<file path="config.mk">
export PLATFORM = sky130hd
export DESIGN_NAME = ipd_request_uri_parser
export DESIGN_NICKNAME = d
export VERILOG_FILES = /design/src/sv/ipd_uri_pkg.sv /design/src/sv/ipd_uri_core.sv /design/src/sv/ipd_uri_outreg.sv /design/src/sv/ipd_request_uri_parser.sv
export SDC_FILE = /design/constraint.sdc
export NUM_CORES = 1
export LEC_CHECK = 0
export ABC_AREA = 0
export ABC_CLOCK_PERIOD_IN_PS = 2600
export BUFFER_PORTS_ARGS = -buffer_cell sky130_fd_sc_hd__buf_2
export CORE_UTILIZATION = 45
export DETAILED_ROUTE_END_ITERATION = 12
export PLACE_DENSITY = 0.65
export SLEW_MARGIN = 10
export SYNTH_ARGS = -nofsm -noshare
export SYNTH_HDL_FRONTEND = slang
export SYNTH_SLANG_ARGS = --single-unit
</file>
<file path="constraint.sdc">
create_clock -name i_clk -period 2.6 [get_ports i_clk]
set_clock_uncertainty 0.1 [all_clocks]
set_input_delay 0.52 -clock i_clk [delete_from_list [all_inputs] [get_ports i_clk]]
set_output_delay 0.52 -clock i_clk [all_outputs]
set_load 0.01 [all_outputs]
</file>
<file path="src/sv/ipd_uri_pkg.sv">
// Package: constants, state codes and result type of the URI parser
package ipd_uri_pkg;

    localparam int MAX_URI = 64;
    localparam int CNT_W   = $clog2(MAX_URI + 1);

    localparam logic [7:0] CH_PLUS  = 8'h2B;
    localparam logic [7:0] CH_COMMA = 8'h2C;
    localparam logic [7:0] CH_COLON = 8'h3A;
    localparam logic [7:0] CH_SLASH = 8'h2F;
    localparam logic [7:0] CH_SPACE = 8'h20;
    localparam logic [7:0] CH_I     = 8'h49;
    localparam logic [7:0] CH_P     = 8'h50;
    localparam logic [7:0] CH_D     = 8'h44;

    localparam int TAG_LEN = 3;

    localparam logic [2:0] ST_IDLE = 3'd0;
    localparam logic [2:0] ST_TAG  = 3'd1;
    localparam logic [2:0] ST_ID   = 3'd2;
    localparam logic [2:0] ST_LEN  = 3'd3;
    localparam logic [2:0] ST_VERB = 3'd4;
    localparam logic [2:0] ST_URI  = 3'd5;

    localparam int RES_W = 24;

    typedef struct packed {
        logic       uri_overflow;
        logic [6:0] uri_length;
        logic       request_done;
        logic [5:0] uri_index;
        logic [7:0] uri_byte;
        logic       uri_byte_valid;
    } t_result;

endpackage

</file>
<file path="src/sv/ipd_uri_core.sv">
// Parser state machine: updates state per byte and forms its result
module ipd_uri_core (
    input  logic                 i_clk,
    input  logic                 i_rst_n,
    input  logic                 i_take,
    input  logic [7:0]           i_rx_byte,
    output ipd_uri_pkg::t_result o_res
);

    logic [2:0]                    r_state, n_state;
    logic [ipd_uri_pkg::CNT_W-1:0] r_cnt, n_cnt;
    logic [7:0]                    r_tag [ipd_uri_pkg::TAG_LEN];
    logic [7:0]                    n_tag [ipd_uri_pkg::TAG_LEN];
    logic                          r_ovf, n_ovf;
    logic                          tag_ok;
    logic [ipd_uri_pkg::CNT_W+6:0] cnt_ext;

    assign tag_ok  = (r_tag[0] == ipd_uri_pkg::CH_I) && (r_tag[1] == ipd_uri_pkg::CH_P) &&
                     (r_tag[2] == ipd_uri_pkg::CH_D);
    assign cnt_ext = {7'd0, r_cnt};

    always_comb begin
        n_state = r_state;
        n_cnt   = r_cnt;
        n_tag   = r_tag;
        n_ovf   = r_ovf;
        o_res   = '0;
        case (r_state)
            ipd_uri_pkg::ST_IDLE: begin
                if (i_rx_byte == ipd_uri_pkg::CH_PLUS) begin
                    n_state = ipd_uri_pkg::ST_TAG;
                    n_cnt   = '0;
                end
            end
            ipd_uri_pkg::ST_TAG: begin
                if (i_rx_byte == ipd_uri_pkg::CH_COMMA ||
                    r_cnt >= ipd_uri_pkg::CNT_W'(ipd_uri_pkg::TAG_LEN)) begin
                    n_cnt   = '0;
                    n_state = tag_ok ? ipd_uri_pkg::ST_ID : ipd_uri_pkg::ST_IDLE;
                end else begin
                    n_tag[r_cnt[1:0]] = i_rx_byte;
                    n_cnt             = r_cnt + 1'b1;
                end
            end
            ipd_uri_pkg::ST_ID: begin
                if (i_rx_byte == ipd_uri_pkg::CH_COMMA) begin
                    n_state = ipd_uri_pkg::ST_LEN;
                end
            end
            ipd_uri_pkg::ST_LEN: begin
                if (i_rx_byte == ipd_uri_pkg::CH_COLON) begin
                    n_state = ipd_uri_pkg::ST_VERB;
                end
            end
            ipd_uri_pkg::ST_VERB: begin
                if (i_rx_byte == ipd_uri_pkg::CH_SLASH) begin
                    n_state = ipd_uri_pkg::ST_URI;
                    n_cnt   = '0;
                    n_ovf   = 1'b0;
                end
            end
            ipd_uri_pkg::ST_URI: begin
                if (i_rx_byte == ipd_uri_pkg::CH_SPACE) begin
                    o_res.request_done = 1'b1;
                    o_res.uri_length   = cnt_ext[6:0];
                    o_res.uri_overflow = r_ovf;
                    n_state            = ipd_uri_pkg::ST_IDLE;
                    n_cnt              = '0;
                    n_ovf              = 1'b0;
                end else if (r_cnt < ipd_uri_pkg::CNT_W'(ipd_uri_pkg::MAX_URI)) begin
                    o_res.uri_byte_valid = 1'b1;
                    o_res.uri_byte       = i_rx_byte;
                    o_res.uri_index      = cnt_ext[5:0];
                    n_cnt                = r_cnt + 1'b1;
                end else begin
                    o_res.uri_overflow = 1'b1;
                    n_ovf              = 1'b1;
                end
            end
            default: begin
                n_state = ipd_uri_pkg::ST_IDLE;
                n_cnt   = '0;
            end
        endcase
    end

    always_ff @(posedge i_clk) begin
        if (!i_rst_n) begin
            r_state <= ipd_uri_pkg::ST_IDLE;
            r_cnt   <= '0;
            r_tag   <= '{default: 8'd0};
            r_ovf   <= 1'b0;
        end else if (i_take) begin
            r_state <= n_state;
            r_cnt   <= n_cnt;
            r_tag   <= n_tag;
            r_ovf   <= n_ovf;
        end
    end

endmodule

</file>
<file path="src/sv/ipd_uri_outreg.sv">
// Result register: holds one result until the downstream side takes it
module ipd_uri_outreg (
    input  logic                 i_clk,
    input  logic                 i_rst_n,
    input  logic                 i_load,
    input  ipd_uri_pkg::t_result i_res,
    input  logic                 i_ready,
    output logic                 o_free,
    output logic                 o_valid,
    output ipd_uri_pkg::t_result o_res
);

    logic                 r_valid;
    ipd_uri_pkg::t_result r_res;

    assign o_free  = !r_valid || i_ready;
    assign o_valid = r_valid;
    assign o_res   = r_res;

    always_ff @(posedge i_clk) begin
        if (!i_rst_n) begin
            r_valid <= 1'b0;
        end else if (o_free) begin
            r_valid <= i_load;
        end
    end

    always_ff @(posedge i_clk) begin
        if (i_load) begin
            r_res <= i_res;
        end
    end

endmodule

</file>
<file path="src/sv/ipd_request_uri_parser.sv">
// Top level: +IPD request URI parser, one received byte in, one result out
// Each result is registered and appears in the cycle after its byte transfer.
// Throughput: one byte per cycle; the single result register refills in the
// cycle it is emptied, so back-pressure stalls input only while it is full.
// Reset: i_rst_n is synchronous, active low; parser returns to idle, tag
// bytes clear, result register empties.
module ipd_request_uri_parser (
    input  logic        i_clk,
    input  logic        i_rst_n,
    input  logic        i_s_axis_tvalid,
    output logic        o_s_axis_tready,
    input  logic [7:0]  i_s_axis_tdata,   // [7:0] rx_byte
    output logic        o_m_axis_tvalid,
    input  logic        i_m_axis_tready,
    // [0] uri_byte_valid, [8:1] uri_byte, [14:9] uri_index, [15] request_done,
    // [22:16] uri_length, [23] uri_overflow
    output logic [ipd_uri_pkg::RES_W-1:0] o_m_axis_tdata
);

    logic                 take;
    logic                 free;
    ipd_uri_pkg::t_result core_res;
    ipd_uri_pkg::t_result out_res;

    assign o_s_axis_tready = free;
    assign take            = i_s_axis_tvalid && free;
    assign o_m_axis_tdata  = out_res;

    ipd_uri_core u_core (
        .i_clk     (i_clk),
        .i_rst_n   (i_rst_n),
        .i_take    (take),
        .i_rx_byte (i_s_axis_tdata),
        .o_res     (core_res)
    );

    ipd_uri_outreg u_outreg (
        .i_clk   (i_clk),
        .i_rst_n (i_rst_n),
        .i_load  (take),
        .i_res   (core_res),
        .i_ready (i_m_axis_tready),
        .o_free  (free),
        .o_valid (o_m_axis_tvalid),
        .o_res   (out_res)
    );

endmodule

</file>
==> impl_metrics.csv <==
group,metric,value,unit
pwr,switching_power,450,uW
finish,fin_area,3140,um2
logic_synthesis,ys.flop_type,"dfxtp_1",
global_route,gr-usage-met3,0.0552,
sta,finalWorstPathRequiredPeriod,2.40,ns
worst_setup_path,worst-setup-path-type,"reg -> reg",
sta,rsz0062_at_grt,"no",
pwr,pwr-share-seq,0.519,
finish,syn2layout_area_growth,18.5,%
sta,worstMarginPinSlew,0.815,ns
detailed_routing,avgViaCountPerCell,5.24,
worst_setup_path,critPathMaxFanout,8,
die,initial_core_util,0.473,
logic_synthesis,post-synth-top-count-cell,"nor2_1",
global_route,antenna_found_initial,0,
finish,postLayoutCoreUtil,0.560,
logic_synthesis,synthTopCellsByArea,"dfxtp_1, edfxtp_1, mux2i_1, nor2_1, and2_1",
pwr,intPower,1.48,mW
finish,drive_gt1_frac,0.241,
logic_synthesis,synthesis.area,2650,um2
clock_network,cts_setup_buffers,0,
hold_path,hold_path_depth,3,
detailed_routing,vias,1876,
worst_setup_path,crit_chain,"ha_1, nor4_1, nand2_1, nor4_4, mux2i_1, nor2_1",
logic_synthesis,synth-warning-count,0,
detailed_routing,avgRoutedWirePerCell,14.1,um
die,rows,27,
worst_setup_path,end_kind,"flop",
clock_network,clock_latency,0.34,ns
logic_synthesis,syn_inst,233,
worst_setup_path,crit_required,2.71,ns
global_route,grt-busiest-layer,"met2",
sta,slew_viol_final,0,
global_route,met2_usage,0.263,
die,chipWidth,78.8,um
place,port_buffers,37,
logic_synthesis,ys_types,46,
logic_synthesis,ys_seq_elements,60,
sta,max_slew_margin,0.453,
detailed_routing,drt_iter0_markers,74,
logic_synthesis,ys_seq_area_frac,0.543,
worst_setup_path,r2r-end,"u_core.r_tag[15]",
die,fp.coreArea,5610,um2
place,place_area,2950,um2
worst_setup_path,r2r-start,"u_core.r_cnt[1]",
hold_path,hold_class,"in -> reg",
status,status,"complete, no violations",
global_route,track_usage,0.185,
worst_setup_path,cp_top_family,"simple AND/OR/NAND/NOR gates",
pwr,power_frac_comb,0.050,
sta,post-route-period-util,0.922,
clock_network,cts_hold_buf,0,
finish,antenna_cells,0,
detailed_routing,drcViolationCount,0,
sta,hold_viol,0,
detailed_routing,first_pass_iters,5,
worst_setup_path,reg2reg_depth,6,
logic_synthesis,synth_top_area_cell,"dfxtp_1",
hold_path,min_from,"i_s_axis_tvalid",
pwr,powerDensity,613,nW/um2
clock_network,tritoncts.num_buffers,9,
global_route,grt_pass1_wl,8620,um
finish,fin_nets,297,
detailed_routing,drt_wl_total,5050,um
clock_network,cts_resized,0,
logic_synthesis,async_flop_share,0,
clock_network,cts.clk_slew.worst_paths,0.06,ns
logic_synthesis,ys_top_cells_by_count,"nor2_1, dfxtp_1, mux2i_1",
clock_network,ctsLongestPathBuffers,2,
clock_network,cts_tree,"built",
worst_setup_path,start_kind,"flop",
worst_setup_path,path_buf_inv,0,
hold_path,hold_end,"u_outreg.o_valid",
sta,fmax,417,MHz
logic_synthesis,avgSynthCellArea,11.4,um2
detailed_routing,ant_nets,0,
die,fp.dieH,78.8,um
clock_network,root_buffer,"clkbuf_8",
sta,setup_violations,0,
global_route,met1_usage,0.262,
die,io-pin-count,38,
run,maxCapViolCount,0,
place,place.gp.congestion,0.790,
pwr,p_clk_frac,0.430,
global_route,grt_pass1_vias,1739,
pwr,power_leakage,1.14,nW
clock_network,h-tree-depth,3,
worst_setup_path,rrSetupSlack,0.20,ns
global_route,grt_max_degree,29,
clock_network,cts_sinks,60,
global_route,grt_overflow,0,
worst_setup_path,slowest_delay,0.74,ns
logic_synthesis,synth-edff-count,24,
place,dp_hpwl,3560,um
worst_setup_path,crit_arrival,2.50,ns
worst_setup_path,slowest_stage,"nor4_4",
logic_synthesis,synth_nets,249,
pwr,ir_drop,0.418,mV
pwr,sw_frac_of_total,0.234,
sta,tns,0,ns
logic_synthesis,yosys.area.top_type_share,0.272,
die,die_area,6210,um2
==> logic make-up after synthesis <==
logic type,count (synthesis),synth area share
xor+xnor,6,0.0198
simple gates,103,0.234
mux,25,0.0943
compound gates,19,0.0637
fa+ha+maj,4,0.0189
flops,60,0.543
buf+inv,16,0.0259
==> per-layer routing <==
layer  up-vias  wire length, um
met2        54             2130
met1       871             2580
met4         0               74
met3         7              267
met5         -                0
li1        944                -
==> stage by stage <==
step | setup slack, ns | total power [mW] | hold WS, ns | std cells
after floorplan | 0.266 | 1.07 | 0.351 | 233
after global placement | 0.237 | 1.12 | 0.363 | 342
after detailed placement | 0.173 | 1.12 | 0.377 | 342
after CTS | 0.177 | 1.95 | 0.336 | 358
after global routing | 0.0304 | 2.00 | 0.388 | 358
final | 0.202 | 1.93 | 0.348 | 358
==> power by group through the flow <==
stage / Sequential (mW) / Clock [mW] / Combinational, mW
2_1_floorplan: 1.03 / 0 / 0.0356
3_3_place_gp: 1.02 / 0 / 0.0976
3_5_place_dp: 1.02 / 0 / 0.0974
4_1_cts: 1.00 / 0.848 / 0.0977
5_1_grt: 1.00 / 0.897 / 0.107
6_report: 1.00 / 0.829 / 0.0969
==> cell type report <==
class	instances	area, um2
Timing Repair Buffer	44	238
Tap cell	72	90.1
Sequential cell	60	1440
Clock buffer	9	124
Multi-Input combinational cell	157	1140
Inverter	9	33.8
Clock inverter	7	73.8
Fill cell	482	2460
==> registers in the layout (all words and copies together) (netlist names) <==
signal / cells
u_core.r_tag: 24
u_outreg.o_res: 24
u_core.r_state: 3
u_outreg.o_valid: 1
u_core.r_ovf: 1
u_core.r_cnt: 7
==> layout by cell type (no fill, tap or decap), types with 3 or more instances in the layout <==
| cell type | n |
|---|---|
| edfxtp_1 | 24 |
| nor4bb_1 | 4 |
| xnor2_1 | 6 |
| nand2_1 | 5 |
| buf_4 | 7 |
| clkbuf_8 | 9 |
| buf_2 | 37 |
| nor4_1 | 7 |
| a211oi_1 | 3 |
| ha_1 | 4 |
| nor3_1 | 8 |
| nor4_4 | 3 |
| nor2_1 | 37 |
| nor4b_1 | 5 |
| nand3_1 | 4 |
| mux2i_1 | 25 |
| and2_1 | 16 |
| inv_1 | 8 |
| dfxtp_1 | 36 |
==> worst register-to-register path, stage by stage, from the launching register on <==
cell and delay, ns:
dfxtp_1 0.37, ha_1 0.24, nor4_1 0.20, nand2_1 0.28, nor4_4 0.74, mux2i_1 0.28, nor2_1 0.06
==> how the worst max path moves through the flow <==
stage,startpoint,endpoint,slack (ns),depth (start not counted)
finish,u_core.r_cnt[1],u_core.r_tag[15],0.20,6
global route,u_core.r_cnt[1],u_core.r_tag[15],0.03,6
CTS,u_core.r_cnt[1],u_core.r_tag[15],0.18,6
global placement,i_s_axis_tdata[6],u_core.r_tag[15],0.24,7
floorplan,i_s_axis_tdata[2],u_core.r_cnt[0],0.27,6
detailed placement,i_s_axis_tdata[7],u_core.r_state[2],0.17,6
No activity file was read; power rests on OpenSTA's default activity.
